File: config.mk
export PLATFORM = sky130hd
export DESIGN_NAME = radix_prefixed_text_to_integer_unit
export DESIGN_NICKNAME = d
export VERILOG_FILES = /design/src/sv/rpti_pkg.sv /design/src/sv/radix_prefixed_text_to_integer_unit.sv /design/src/sv/rpti_step.sv
export SDC_FILE = /design/constraint.sdc
export NUM_CORES = 1
export LEC_CHECK = 0
export ABC_AREA = 1
export ABC_CLOCK_PERIOD_IN_PS = 6700
export BUFFER_PORTS_ARGS = -buffer_cell sky130_fd_sc_hd__buf_2
export CORE_UTILIZATION = 31
export DETAILED_ROUTE_END_ITERATION = 12
export PLACE_DENSITY = 0.54
export SKIP_LAST_GASP = 1
export SLEW_MARGIN = 5
export SYNTH_ARGS = -nofsm -noshare
export SYNTH_HDL_FRONTEND = slang
export SYNTH_HIERARCHICAL = 1
export SYNTH_SLANG_ARGS = --single-unit
File: constraint.sdc
create_clock -name clk -period 6.7 [get_ports clk]
set_input_delay 0.335 -clock clk [delete_from_list [all_inputs] [get_ports clk]]
set_output_delay 0.335 -clock clk [all_outputs]
set_load 0.005 [all_outputs]
File: src/sv/rpti_pkg.sv
package rpti_pkg;

  // Field widths
  localparam int CHAR_W  = 8;
  localparam int BASE_W  = 6;
  localparam int VALUE_W = 64;
  localparam int DIGIT_W = 5;

  // APB register map: one register, word aligned
  localparam int APB_ADDR_W = 3;
  localparam int APB_DATA_W = 32;
  localparam logic REG_NUMBER_BASE = 1'b0;   // paddr[2] of number_base

  localparam logic [BASE_W-1:0] NUMBER_BASE_RST = 6'd10;

  // Character codes
  localparam logic [CHAR_W-1:0] CH_NUL     = 8'h00;
  localparam logic [CHAR_W-1:0] CH_PERCENT = 8'h25;
  localparam logic [CHAR_W-1:0] CH_AMP     = 8'h26;
  localparam logic [CHAR_W-1:0] CH_HASH    = 8'h23;
  localparam logic [CHAR_W-1:0] CH_DOLLAR  = 8'h24;
  localparam logic [CHAR_W-1:0] CH_MINUS   = 8'h2D;
  localparam logic [CHAR_W-1:0] CH_0       = 8'h30;
  localparam logic [CHAR_W-1:0] CH_9       = 8'h39;
  localparam logic [CHAR_W-1:0] CH_LC_A    = 8'h61;
  localparam logic [CHAR_W-1:0] CH_LC_F    = 8'h66;
  localparam logic [CHAR_W-1:0] CH_UC_A    = 8'h41;
  localparam logic [CHAR_W-1:0] CH_UC_F    = 8'h46;

  // Bases selected by prefixes
  localparam logic [BASE_W-1:0] BASE_BIN = 6'd2;
  localparam logic [BASE_W-1:0] BASE_OCT = 6'd8;
  localparam logic [BASE_W-1:0] BASE_DEC = 6'd10;
  localparam logic [BASE_W-1:0] BASE_HEX = 6'd16;
  localparam logic [BASE_W-1:0] BASE_MAX = 6'd36;

  localparam logic [DIGIT_W-1:0] DIGIT_DEC_MAX = 5'd9;
  localparam logic [DIGIT_W-1:0] NOT_HEX       = 5'd16;

  // Scan position within a word
  typedef enum logic [5:0] {
    SCAN_PFX_BIN = 6'b000001,  // any prefix allowed
    SCAN_PFX_OCT = 6'b000010,  // '&', '#', '$' or '-'
    SCAN_PFX_DEC = 6'b000100,  // '#', '$' or '-'
    SCAN_PFX_HEX = 6'b001000,  // '$' or '-'
    SCAN_SIGN    = 6'b010000,  // '-' only
    SCAN_DIGITS  = 6'b100000
  } scan_stage_t;

  // Per-word control state
  typedef struct packed {
    scan_stage_t         stage;
    logic [BASE_W-1:0]   base;
    logic                neg;
    logic                sat;
    logic                stopped;
    logic                valid;
  } word_state_t;

  // Hex digit value, NOT_HEX for anything else
  function automatic logic [DIGIT_W-1:0] hex_digit(input logic [CHAR_W-1:0] c);
    logic [CHAR_W-1:0] off;
    logic [DIGIT_W-1:0] d;
    begin
      off = '0;
      d   = NOT_HEX;
      case (c) inside
        [CH_0:CH_9]: begin
          off = c - CH_0;
          d   = off[DIGIT_W-1:0];
        end
        [CH_LC_A:CH_LC_F]: begin
          off = c - CH_LC_A + 8'd10;
          d   = off[DIGIT_W-1:0];
        end
        [CH_UC_A:CH_UC_F]: begin
          off = c - CH_UC_A + 8'd10;
          d   = off[DIGIT_W-1:0];
        end
        default: d = NOT_HEX;
      endcase
      return d;
    end
  endfunction

endpackage

File: src/sv/radix_prefixed_text_to_integer_unit.sv
// Flow: a terminating zero byte is held in the input register and then stepped into the
//   result register, which raises out_valid until the result is taken.
// Throughput: one character per cycle; the 64x6 multiply-add and limit compare in the
//   step logic close the per-character state loop combinationally. A zero byte waits
//   in the input register only while the previous result is still held.
// Reset (rst, synchronous, active high): clears both valid flags and the word state,
//   number_base returns to 10.
module radix_prefixed_text_to_integer_unit #(
  parameter int VALUE_BITS = 64
) (
  input  logic                              clk,
  input  logic                              rst,
  // APB configuration port
  input  logic                              psel,
  input  logic                              penable,
  input  logic                              pwrite,
  input  logic [rpti_pkg::APB_ADDR_W-1:0]   paddr,
  input  logic [rpti_pkg::APB_DATA_W-1:0]   pwdata,
  output logic [rpti_pkg::APB_DATA_W-1:0]   prdata,
  output logic                              pready,
  // Character input
  input  logic                              in_valid,
  output logic                              in_ready,
  input  logic [rpti_pkg::CHAR_W-1:0]       char_code,
  // Result output
  output logic                              out_valid,
  input  logic                              out_ready,
  output logic signed [rpti_pkg::VALUE_W-1:0] value,
  output logic                              is_number
);

  localparam logic [VALUE_BITS-1:0] SAT_POS = {1'b0, {(VALUE_BITS-1){1'b1}}};
  localparam logic [VALUE_BITS-1:0] SAT_NEG = {1'b1, {(VALUE_BITS-1){1'b0}}};

  logic [rpti_pkg::BASE_W-1:0] number_base;
  logic                        cfg_wr;

  logic                        s1_valid;
  logic [rpti_pkg::CHAR_W-1:0] s1_char;
  logic                        s1_fire, s1_end, out_free;

  rpti_pkg::word_state_t       st, st_next, st_clear;
  logic [VALUE_BITS-1:0]       mag, mag_next;
  logic signed [VALUE_BITS-1:0] res;

  // Configuration register
  assign pready = 1'b1;
  assign cfg_wr = psel && penable && pwrite && (paddr[2] == rpti_pkg::REG_NUMBER_BASE);
  assign prdata = (paddr[2] == rpti_pkg::REG_NUMBER_BASE) ?
                  rpti_pkg::APB_DATA_W'(number_base) : '0;

  always_ff @(posedge clk) begin
    if (rst) begin
      number_base <= rpti_pkg::NUMBER_BASE_RST;
    end else if (cfg_wr) begin
      number_base <= pwdata[rpti_pkg::BASE_W-1:0];
    end
  end

  // Handshake: an end-of-word item waits only for a free result register
  assign out_free = !out_valid || out_ready;
  assign s1_end   = (s1_char == rpti_pkg::CH_NUL);
  assign s1_fire  = s1_valid && (!s1_end || out_free);
  assign in_ready = !s1_valid || s1_fire;

  // Input register
  always_ff @(posedge clk) begin
    if (rst) begin
      s1_valid <= 1'b0;
    end else begin
      s1_valid <= (in_valid && in_ready) || (s1_valid && !s1_fire);
    end
  end

  always_ff @(posedge clk) begin
    if (in_valid && in_ready) begin
      s1_char <= char_code;
    end
  end

  // Character step
  rpti_step #(
    .VALUE_BITS (VALUE_BITS)
  ) u_step (
    .char_code   (s1_char),
    .number_base (number_base),
    .st          (st),
    .mag         (mag),
    .st_next     (st_next),
    .mag_next    (mag_next)
  );

  // Word state, cleared by reset and after each zero byte
  always_comb begin
    st_clear         = '0;
    st_clear.stage   = rpti_pkg::SCAN_PFX_BIN;
    st_clear.base    = number_base;
    st_clear.valid   = 1'b1;
  end

  always_ff @(posedge clk) begin
    if (rst) begin
      st  <= st_clear;
      mag <= '0;
    end else if (s1_fire) begin
      if (s1_end) begin
        st  <= st_clear;
        mag <= '0;
      end else begin
        st  <= st_next;
        mag <= mag_next;
      end
    end
  end

  // Final value in VALUE_BITS, sign extended on output
  always_comb begin
    if (!st.valid) begin
      res = '0;
    end else if (st.sat) begin
      res = st.neg ? SAT_NEG : SAT_POS;
    end else begin
      res = st.neg ? (~mag + VALUE_BITS'(1)) : mag;
    end
  end

  // Result register
  always_ff @(posedge clk) begin
    if (rst) begin
      out_valid <= 1'b0;
    end else if (s1_fire && s1_end) begin
      out_valid <= 1'b1;
    end else if (out_ready) begin
      out_valid <= 1'b0;
    end
  end

  always_ff @(posedge clk) begin
    if (s1_fire && s1_end) begin
      value     <= rpti_pkg::VALUE_W'(res);
      is_number <= st.valid;
    end
  end

endmodule

File: src/sv/rpti_step.sv
// One character step of the word scanner: prefix, sign and digit handling
module rpti_step #(
  parameter int VALUE_BITS = 64
) (
  input  logic [rpti_pkg::CHAR_W-1:0] char_code,
  input  logic [rpti_pkg::BASE_W-1:0] number_base,
  input  rpti_pkg::word_state_t       st,
  input  logic [VALUE_BITS-1:0]       mag,
  output rpti_pkg::word_state_t       st_next,
  output logic [VALUE_BITS-1:0]       mag_next
);

  localparam int PROD_W = VALUE_BITS + rpti_pkg::BASE_W;
  localparam logic [PROD_W-1:0] MAG_MAX = PROD_W'(1) << (VALUE_BITS - 1);

  logic [rpti_pkg::BASE_W-1:0]  base_cur;
  logic [rpti_pkg::DIGIT_W-1:0] digit;
  logic                         early0, early1, early2, early3, early4;
  logic                         pass, base_ok;
  logic [PROD_W-1:0]            prod, limit;

  // Base is taken from the register at the first character of a word
  assign base_cur = (st.stage == rpti_pkg::SCAN_PFX_BIN) ? number_base : st.base;

  // Which prefixes are still allowed
  assign early0 = (st.stage == rpti_pkg::SCAN_PFX_BIN);
  assign early1 = early0 || (st.stage == rpti_pkg::SCAN_PFX_OCT);
  assign early2 = early1 || (st.stage == rpti_pkg::SCAN_PFX_DEC);
  assign early3 = early2 || (st.stage == rpti_pkg::SCAN_PFX_HEX);
  assign early4 = early3 || (st.stage == rpti_pkg::SCAN_SIGN);

  // Digit checks
  assign digit   = rpti_pkg::hex_digit(char_code);
  assign pass    = (base_cur <= rpti_pkg::BASE_DEC) ? (digit <= rpti_pkg::DIGIT_DEC_MAX)
                                                    : (digit != rpti_pkg::NOT_HEX);
  assign base_ok = (base_cur >= rpti_pkg::BASE_BIN) && (base_cur <= rpti_pkg::BASE_MAX) &&
                   (rpti_pkg::BASE_W'(digit) < base_cur);

  // Multiply-add in a wider word; overflow when it passes the limit
  assign prod  = PROD_W'(mag) * PROD_W'(base_cur) + PROD_W'(digit);
  assign limit = MAG_MAX - PROD_W'(!st.neg);

  always_comb begin
    st_next      = st;
    st_next.base = base_cur;
    mag_next     = mag;
    if (early0 && char_code == rpti_pkg::CH_PERCENT) begin
      st_next.base  = rpti_pkg::BASE_BIN;
      st_next.stage = rpti_pkg::SCAN_PFX_OCT;
    end else if (early1 && char_code == rpti_pkg::CH_AMP) begin
      st_next.base  = rpti_pkg::BASE_OCT;
      st_next.stage = rpti_pkg::SCAN_PFX_DEC;
    end else if (early2 && char_code == rpti_pkg::CH_HASH) begin
      st_next.base  = rpti_pkg::BASE_DEC;
      st_next.stage = rpti_pkg::SCAN_PFX_HEX;
    end else if (early3 && char_code == rpti_pkg::CH_DOLLAR) begin
      st_next.base  = rpti_pkg::BASE_HEX;
      st_next.stage = rpti_pkg::SCAN_SIGN;
    end else if (early4 && char_code == rpti_pkg::CH_MINUS) begin
      st_next.neg   = 1'b1;
      st_next.stage = rpti_pkg::SCAN_DIGITS;
    end else begin
      st_next.stage = rpti_pkg::SCAN_DIGITS;
      if (!pass) begin
        st_next.valid = 1'b0;
      end else if (st.stopped || st.sat) begin
        // conversion over, only validity is tracked
      end else if (!base_ok) begin
        st_next.stopped = 1'b1;
      end else if (prod > limit) begin
        st_next.sat = 1'b1;
      end else begin
        mag_next = prod[VALUE_BITS-1:0];
      end
    end
  end

endmodule

# ---- Word level (Yosys, flattened, before mapping)
# Cells that the tools add are included.
dict set report totals {
  input_bits 50
  output_inout_bits 100
  regBits 161
  word_cells 140
}
dict set report op_classes {
  bitwise 2
  add_sub_neg 8
  reduce_logical 43
  n_mul 1
  muxes 41
  eq_ne 20
  n_lt_le_gt_ge 12
}
# operator count
set op_table {}
lappend op_table {{64-bit 2-to-1 mux} 13}
lappend op_table {{70-bit by 5-bit adder with 70-bit output} 1}
lappend op_table {{70-bit greater-than comparator} 1}
lappend op_table {{64-bit by 6-bit multiplier with 70-bit output} 1}
lappend op_table {{64-bit by 1-bit subtractor with 65-bit output (first input constant)} 1}
lappend op_table {{64-bit by 1-bit adder with 64-bit output (second input constant)} 1}
lappend op_table {{64-bit NOT} 1}
lappend op_table {{8-bit by 6-bit == test with 1-bit output (second input constant)} 5}
lappend op_table {{12-bit 2-to-1 mux} 3}
lappend op_table {{6-bit 2-to-1 mux} 4}
lappend op_table {{10-bit 2-to-1 mux} 2}
lappend op_table {{10-bit AND reduction} 2}
lappend op_table {{2-bit != test (second input constant)} 9}
lappend op_table {{1-bit logical AND} 17}
lappend op_table {{8-bit by 7-bit >= comparator with 1-bit output (second input constant)} 2}
lappend op_table {{8-bit by 7-bit less-or-equal comparator with 1-bit output (second input constant)} 2}
lappend op_table {{16-bit 2-to-1 mux} 1}
lappend op_table {{4-bit 2-to-1 mux} 4}
lappend op_table {{5-bit 2-to-1 mux} 3}
lappend op_table {{2-bit nonzero test} 6}
lappend op_table {{5-bit by 4-bit adder with 5-bit output (second input constant)} 2}
lappend op_table {{5-bit by 1-bit subtractor with 5-bit output (second input constant)} 2}
lappend op_table {{1-bit logical OR} 9}
lappend op_table {{9-bit AND reduction} 1}
lappend op_table {{other kinds (22)} 34}

# ---- Depth between registers and ports, before layout
# Gate-level depths: netlist (run 1).
dict set report depth {
  ltp_word 19
  mapped_depth 51
  ltp_nobuf 48
}

# ---- Cells and area by module
# Netlist (run 1), hierarchy kept.
# module instances cells_each area_per_inst_um2 seq_area_each_um2
set by_module_without_submodules {}
lappend by_module_without_submodules {rpti_step 1 2531 16756.1 0.0}
lappend by_module_without_submodules {radix_prefixed_text_to_integer_unit 1 1075 8195.4 4013.8}

# ---- Worst setup path after synthesis (run 1)
# OpenSTA, ideal clock, no wires.
dict set report synth_path {
  path_kind {register to register}
  start {register, netlist name st[13]}
  end {register mag[11]}
  n_path_buf 4
  slack_ps -160
  synth_period_minus_slack_ps 6860
  setup_time_ps 76
  required_time_ps 6624
  path_stages_with_launch 42
  arrival_ps 6784
  path_cell_list {dfxtp_1 > nor2_2 > nand3_1 > inv_1 > or2_2 > o21ai_1 > clkbuf_1 > clkbuf_1 > nor2_1 > fa_1 > inv_1 > fa_1 > inv_1 > fa_1 > ha_1 > ha_1 > a21o_1 > nor2_1 > (+6 left out) > ha_1 > nand2_1 > nor2_1 > a211oi_1 > o21ai_0 > a21oi_1 > nand2_1 > nand2_1 > nand2_1 > nand2_1 > nand2_1 > nand2_1 > clkbuf_1 > buf_2 > nand4_1 > nand2_1 > nand2_1 > o22ai_1}
}
dict set report synth_via {
  elab_chain_cells 14
  word_cells_on_any_way 44
  classes_between {add/sub: 1; mul: 1; order compare: 5; eq/ne: 11; mux: 12; reduce/logical: 14}
}
# element line
set synth_rtl {}
lappend synth_rtl {{6-bit by 1-bit == test with 1-bit output} rpti_step.sv:23} ;# assign base_cur = (st.stage == rpti_pkg::SCAN_PFX_BIN) ? number_base : st.base;
lappend synth_rtl {{6-bit 2-to-1 mux} rpti_step.sv:23}
lappend synth_rtl {{64-bit by 6-bit multiplier with 70-bit output} rpti_step.sv:40} ;# assign prod = PROD_W'(mag) * PROD_W'(base_cur) + PROD_W'(digit);
lappend synth_rtl {{70-bit by 5-bit adder with 70-bit output} rpti_step.sv:40}
lappend synth_rtl {{64-bit 2-to-1 mux} rpti_step.sv:70} ;# end else if (prod > limit) begin
lappend synth_rtl {{64-bit 2-to-1 mux} rpti_step.sv:68} ;# end else if (!base_ok) begin
lappend synth_rtl {{64-bit 2-to-1 mux} rpti_step.sv:66} ;# end else if (st.stopped || st.sat) begin
lappend synth_rtl {{64-bit 2-to-1 mux} rpti_step.sv:64} ;# if (!pass) begin
lappend synth_rtl {{64-bit 2-to-1 mux} rpti_step.sv:59} ;# end else if (early4 && char_code == rpti_pkg::CH_MINUS) begin
lappend synth_rtl {{64-bit 2-to-1 mux} rpti_step.sv:56} ;# end else if (early3 && char_code == rpti_pkg::CH_DOLLAR) begin
lappend synth_rtl {{64-bit 2-to-1 mux} rpti_step.sv:53} ;# end else if (early2 && char_code == rpti_pkg::CH_HASH) begin
lappend synth_rtl {{64-bit 2-to-1 mux} rpti_step.sv:50} ;# end else if (early1 && char_code == rpti_pkg::CH_AMP) begin
lappend synth_rtl {{64-bit 2-to-1 mux} rpti_step.sv:47} ;# if (early0 && char_code == rpti_pkg::CH_PERCENT) begin
lappend synth_rtl {{named net mag_next[11]} radix_prefixed_text_to_integer_unit.sv:43} ;# logic [VALUE_BITS-1:0] mag, mag_next;
lappend synth_rtl {{64-bit 2-to-1 mux} radix_prefixed_text_to_integer_unit.sv:106} ;# if (s1_end) begin
lappend synth_rtl {{end signal: assignment} radix_prefixed_text_to_integer_unit.sv:111} ;# mag <= mag_next;
lappend synth_rtl {{end: declaration} radix_prefixed_text_to_integer_unit.sv:43}
# The timed path passes the listed nets, and every way through them passes these cells. The select of a mux whose other input is x is not followed.
# A chain may end at the register's enable or synchronous reset.

# ---- Final worst setup path (run 1)
dict set report layout_path {
  start {register, netlist name st[13]}
  end {register mag[30]}
}
dict set report layout_via {
  elab_chain_cells 14
  word_cells_on_any_way 44
  classes_between {add/sub: 1; mul: 1; order compare: 5; eq/ne: 11; mux: 12; reduce/logical: 14}
}
# element line
set layout_rtl {}
lappend layout_rtl {{6-bit by 1-bit == test with 1-bit output} rpti_step.sv:23}
lappend layout_rtl {{6-bit 2-to-1 mux} rpti_step.sv:23}
lappend layout_rtl {{64-bit by 6-bit multiplier with 70-bit output} rpti_step.sv:40}
lappend layout_rtl {{70-bit by 5-bit adder with 70-bit output} rpti_step.sv:40}
lappend layout_rtl {{64-bit 2-to-1 mux} rpti_step.sv:70}
lappend layout_rtl {{64-bit 2-to-1 mux} rpti_step.sv:68}
lappend layout_rtl {{64-bit 2-to-1 mux} rpti_step.sv:66}
lappend layout_rtl {{64-bit 2-to-1 mux} rpti_step.sv:64}
lappend layout_rtl {{64-bit 2-to-1 mux} rpti_step.sv:59}
lappend layout_rtl {{64-bit 2-to-1 mux} rpti_step.sv:56}
lappend layout_rtl {{64-bit 2-to-1 mux} rpti_step.sv:53}
lappend layout_rtl {{64-bit 2-to-1 mux} rpti_step.sv:50}
lappend layout_rtl {{64-bit 2-to-1 mux} rpti_step.sv:47}
lappend layout_rtl {{named net mag_next[30]} radix_prefixed_text_to_integer_unit.sv:43}
lappend layout_rtl {{64-bit 2-to-1 mux} radix_prefixed_text_to_integer_unit.sv:106}
# The timed path passes the listed nets, and every way through them passes these cells. The select of a mux whose other input is x is not followed.

==> results.yml, run 1 <==
placement:
  dp_slack_ps: -865
  io_buffers: 94
  hpwl_um: 75200
  gp_congestion: 0.942
synth:
  synth.avg_cell_area_um2: 6.92
  yosys_warnings: 6
  synth_edf_count: 79
  yosysUniqueCellTypes: 52
  yosysSeqAreaShare_pct: 16.1
  syn_inst: 3606
  syn_area_mm2: 0.0250
  async_flop_share_pct: 0
  synth-main-ff-cell: "dfxtp_1"
  synth-seq-cells: 161
timing:
  period_minus_slack_ps: 7190
  slew_headroom_pct: 30.2
  setup_ws_ps: -492
  fmax_ghz: 0.139
  fin_crit_sh_pct: 107
  finalClockSkew_ps: 22.6
  worstMarginPinSlew_ps: 1050
  finalHoldViolations: 0
  whs_ps: 82.3
  setup_viol: 65
  rsz0062_at_grt: "true"
  maxSlewViolCount: 0
route:
  via_per_inst: 5.04
  num_vias: 26578
  drcViolationCount: 0
  ant_nets: 0
  drtIter0Drc: 2085
  avgRoutedWirePerCell_um: 18.8
  drt_wl_total_um: 99100
  firstDrtPassIters: 5
finish:
  antenna_cells: 0
  drive_above_1_share_pct: 33.9
  area_growth_pct: 44.9
  fillCellCount: 7761
  fin_util_pct: 45.6
  seqCellArea_mm2: 0.00403
  fin_nets: 4737
  multi_input_area_mm2: 0.0222
power_and_ir_drop:
  ir_worst_vdd_uv: 156
  netSwitchingFraction_pct: 31.0
  internal_power_mw: 1.85
  clkPwrFrac_pct: 35.0
  power_leakage_nw: 18.1
  p_comb_share_pct: 25.9
  p_switching_uw: 830
  cellPowerDensity_mw_per_mm2: 74.1
  seqPwrFrac_pct: 39.1
worst_setup_path:
  crit_arrival_ps: 7560
  cp_data_required_time_ps: 7070
  cp_max_fo: 6
  slowest_stage: "fa_1"
  cp-end-kind: "register"
  cp-start-kind: "register"
  crit_family: "adder cells"
  critPathKind: "register to register"
  cpPeakStageDelay_ps: 560
  critPathBufInv: 12
die:
  die_h_um: 286
  core_area_mm2: 0.0793
  dieArea_mm2: 0.0816
  ioPinCount: 150
  die_w_um: 286
  initial_core_util_pct: 31.5
  rows: 103
clocking:
  cts_buffer_depth: 2
  clock-sinks: 161
  cts_tree: "built"
  cts_buffers: 17
  htree_levels: 4
  cts_root_buf: "clkbuf_16"
  clk_pin_slew_worst_paths_ps: 70
  clk_latency_ps: 460
  cts_hold_buf: 0
global_routing:
  grt-ovfl-total: 0
  grt_max_degree: 85
  grtUsageMet3_pct: 2.73
  use_met2_pct: 39.4
  grt_busiest_layer: "met2"
  grt_pass1_wl_um: 151000
  antenna_found_initial: 0
  track_usage_pct: 23.7
  grt_use_met1_pct: 32.3
  grt_pass1_vias: 26399
hold_path:
  hold_path.class: "input pin to register"
status:
  outcome: "complete, but fails checks"
  violations: "negative setup slack"
job:
  drv_cap: 0
placed cells by master, fill, tap and decap left out, types with 30 or more instances in the layout:
| cell type | n |
|---|---|
| nand2_1 | 743 |
| buf_4 | 522 |
| inv_1 | 471 |
| nor2_1 | 456 |
| fa_1 | 239 |
| nand2_2 | 143 |
| a21oi_1 | 120 |
| ha_4 | 114 |
| ha_1 | 104 |
| nand4_1 | 101 |
| nand3_1 | 101 |
| buf_2 | 94 |
| nor2_2 | 92 |
| edfxtp_1 | 79 |
| dfxtp_1 | 73 |
| o21ai_0 | 67 |
| o22ai_1 | 62 |
| nand2_4 | 54 |
| a21oi_2 | 50 |
| inv_2 | 48 |
| nor2_4 | 48 |
| buf_12 | 32 |
| buf_6 | 31 |
| o21ai_1 | 30 |
final cells by class:
| class | instances | share of cell area [%] |
|---|---|---|
| Multi-Input combinational cell | 2804 | 61.3 |
| Sequential cell | 161 | 11.1 |
| Clock buffer | 21 | 1.22 |
| Timing Repair Buffer | 709 | 16.9 |
| Clock inverter | 11 | 0.291 |
| Tap cell | 1050 | 3.63 |
| Inverter | 522 | 5.47 |
worst paths after layout:
| kind | startpoint | endpoint | slack, ps | depth (start not counted) |
|---|---|---|---|---|
| max | st[13]$_SDFFE_PP0P_ | mag[30]$_SDFFE_PP0P_ | -490 | 43 |
| min | char_code[4] | s1_char[4]$_DFFE_PP_ | 80 | 1 |
| max reg2reg | st[13]$_SDFFE_PP0P_ | mag[30]$_SDFFE_PP0P_ | -490 | 43 |
| min reg2reg | st[1]$_SDFFE_PP0P_ | st[1]$_SDFFE_PP0P_ | 510 | 2 |
Yosys cell counts (3+ instances only):
master      n  area, um^2
o21ai_0    97         485
inv_1     504        1890
nor2_2     10        62.6
edfxtp_1   79        2370
xnor2_1    16         140
and3_1      5        31.3
buf_4      30         225
clkbuf_1   54         203
nor2_4      5        56.3
nand3_1   117         586
o211ai_1    7        52.6
or2_2       3        18.8
nand3b_1    5        37.5
nand3_2     4        40.0
conb_1      3        11.3
a31oi_1    14        87.6
o21ai_1    13        65.1
nand2_2    15        93.8
a21oi_1   184         921
nor3_1     26         130
buf_2      29         145
nor4_1     10        62.6
ha_1      221        2770
a21boi_0    4        30.0
buf_6       9         101
dfxtp_1    82        1640
xor2_1     39         342
fa_1      251        5020
a21o_1      7        52.6
inv_2      16        60.1
nand4_1   101         632
nand2_1   925        3470
o21a_1      9        67.6
nor2_1    581        2180
o21bai_1   15         113
o22ai_1    64         400
buf_1      22        82.6
a211oi_1   11        82.6
cells by family after synthesis:
| group | count (synthesis) | share of synthesized area (%) |
|---|---|---|
| buf+inv | 666 | 10.9 |
| xor+xnor | 55 | 1.93 |
| fa+ha+maj | 472 | 31.2 |
| compound gates | 434 | 9.81 |
| flops | 161 | 16.1 |
| other cells | 3 | 0.0451 |
| simple gates | 1815 | 30.0 |
power by group through the flow:
stage	combinational, mW	sequential [mW]	clock (mW)
4_1_cts	0.626	1.05	0.953
6_report	0.693	1.05	0.938
3_5_place_dp	0.451	1.07	0
2_1_floorplan	0.243	1.07	0
5_1_grt	0.716	1.05	0.988
3_3_place_gp	0.451	1.07	0
metrics by stage:
stage	total power [mW]	cell area (um^2)	setup TNS (ps)	instances
floorplan	1.31	25100	0	3631
global placement	1.52	30100	-50490	5128
detailed placement	1.52	30100	-52670	5128
CTS	2.63	34400	-20120	5239
global route	2.75	36200	-43860	5278
finish	2.68	36200	-28350	5278
flip-flops by register name, indices dropped and copies added (netlist names):
| register | flops |
|---|---|
| number_base | 6 |
| is_number | 1 |
| s1_char | 8 |
| mag | 64 |
| out_valid | 1 |
| s1_valid | 1 |
| st | 16 |
| value | 64 |
per-layer routing:
| layer | share of wire (%) | wire [um] |
|---|---|---|
| met1 | 44 | 43200 |
| met2 | 47 | 46700 |
| met3 | 6.1 | 6070 |
| met4 | 3.1 | 3120 |
| met5 | 0 | 0 |
what timing repair did:
item,CTS,global route
buffers inserted,67,33
resized for setup,537,343
cloned,16,11
pin swaps,229,176
endpoints found under the setup margin,65,65
No activity file was read; power rests on OpenSTA's default activity.
==> run 2, diff against run 1 <==
--- a/config.mk
+++ b/config.mk
@@ -10,6 +10,7 @@
 export BUFFER_PORTS_ARGS = -buffer_cell sky130_fd_sc_hd__buf_2
 export CORE_UTILIZATION = 31
 export DETAILED_ROUTE_END_ITERATION = 12
+export MAX_ROUTING_LAYER = met4
 export PLACE_DENSITY = 0.54
 export SKIP_LAST_GASP = 1
 export SLEW_MARGIN = 5
==> results.yml, run 2 (synthesis results as in run 1) <==
status:
  outcome: "complete, but fails checks"
  violations: "negative setup slack"
route:
  drtIter0Drc: 2059
  via_per_inst: 5.03
  ant_nets: 0
  num_vias: 26183
  drt_wl_total_um: 95800
  avgRoutedWirePerCell_um: 18.4
  drcViolationCount: 0
  firstDrtPassIters: 6
finish:
  seqCellArea_mm2: 0.00403
  fin_nets: 4666
  top_regs: "mag: 64 flops, value: 64 flops, st: 16 flops"
  area_growth_pct: 38.4
  design_area_mm2: 0.0345
  multi_input_area_mm2: 0.0212
  fillCellCount: 7924
  final_common_cell: "nand2_1"
  antenna_cells: 0
  layout_common_cells: "nand2_1, inv_1, nor2_1"
  drive_above_1_share_pct: 29.2
global_routing:
  grt-ovfl-total: 0
  grt_pass1_vias: 24822
  grt_max_degree: 85
  track_usage_pct: 23.0
  antenna_found_initial: 0
  grt_pass1_wl_um: 143000
worst_setup_path:
  crit_start: "st[10]$_SDFFE_PP1P_"
  rr_worst_depth: 44
  slowest_stage: "fa_2"
  crit_arrival_ps: 7400
  regToRegSetupSlack_ps: -390
  critPathKind: "register to register"
  cp_max_fo: 9
  reg2reg_to: "mag[39]$_SDFFE_PP0P_"
  cpMostUsedCell: "nand2_1"
  cp_data_required_time_ps: 7010
  cp-start-kind: "register"
  cpPeakStageDelay_ps: 590
  rr_startpoint: "st[10]$_SDFFE_PP1P_"
  cp-end-kind: "register"
timing:
  period_minus_slack_ps: 7090
  slew_headroom_pct: 33.1
  finalHoldViolations: 0
  worstMarginPinSlew_ps: 1000
  fmax_ghz: 0.141
  maxSlewViolCount: 0
  fin_crit_sh_pct: 106
  rsz0062_at_grt: "true"
  setup_ws_ps: -394
  finalClockSkew_ps: 11.5
  setup_viol: 65
hold_path:
  min_path_cells: 1
  min_to: "s1_char[6]$_DFFE_PP_"
  min_from: "char_code[6]"
  hold_path.class: "input pin to register"
placement:
  placed_area_mm2: 0.0300
  gp_congestion: 0.956
  io_buffers: 94
  dp_slack_ps: -818
  hpwl_um: 75000
clocking:
  cts_root_buf: "clkbuf_16"
  htree_levels: 4
  cts_buffer_depth: 2
  cts_buffers: 17
  cts_tree: "built"
  cts_hold_buf: 0
  clk_pin_slew_worst_paths_ps: 70
  clock-sinks: 161
  clk_latency_ps: 470
power_and_ir_drop:
  ir_worst_vdd_uv: 170
  power_leakage_nw: 17.3
  cellPowerDensity_mw_per_mm2: 77.7
die:
  die_w_um: 286
  rows: 103
  initial_core_util_pct: 31.5
  ioPinCount: 150
  dieArea_mm2: 0.0816
  die_h_um: 286
  core_area_mm2: 0.0793
job:
  drv_cap: 0
run 2: repair_timing:
| item | in CTS | in global routing |
|---|---|---|
| gates resized for setup | 64 | 547 |
| cloned | 5 | 17 |
| setup endpoints to repair | 65 | 65 |
| buffers inserted | 9 | 43 |
| pin swaps | 4 | 224 |
run 2: cell type report:
class | count | share of cell area [%]
multi-input cells | 2804 | 61.4
repair buffers | 638 | 15.7
flip-flops and latches | 161 | 11.7
inverters | 522 | 5.71
well taps | 1050 | 3.80
clock buffers | 19 | 1.31
clock inverters | 13 | 0.438
run 2: worst max-delay path by stage:
stage,endpoint,slack (ps)
floorplan,mag[11]$_SDFFE_PP0P_,90
global placement,mag[46]$_SDFFE_PP0P_,-830
detailed placement,mag[53]$_SDFFE_PP0P_,-820
CTS,mag[5]$_SDFFE_PP0P_,-620
global route,mag[31]$_SDFFE_PP0P_,-730
finish,mag[39]$_SDFFE_PP0P_,-390
run 2: critical path: cells and delay by family, from the launching register on:
family	cells	cell delay, ps
adders and majority gates	6	2360
AOI/OAI and AO/OA	3	310
and+or+nand+nor	19	2060
xor gates and xnor gates	1	150
DFF	1	330
buffers and inverters	15	1700
run 2: per-stage QoR:
step	hold slack (ps)	total power [mW]	utilization, %	setup TNS [ps]	instances
floorplan	404	1.31	-	0	3631
global placement	493	1.51	37.8	-51540	5104
detailed placement	508	1.51	37.8	-50900	5104
CTS	55.3	2.58	39.2	-37180	5150
global route	66.2	2.75	43.6	-45410	5207
finish	67.1	2.68	43.6	-23190	5207
run 2: per-layer routing:
metal	GRT usage, %	vias up	wire length (um)
met5	-	-	0
met4	6.66	0	3030
met3	2.48	160	6040
met2	35.0	1014	43900
met1	32.0	12498	42800
li1	-	12511	-
run 2: power by group:
part | switching, mW | internal [mW] | total (mW)
clock network | 0.454 | 0.575 | 1.03
registers | 0.00869 | 1.04 | 1.05
logic | 0.358 | 0.250 | 0.608
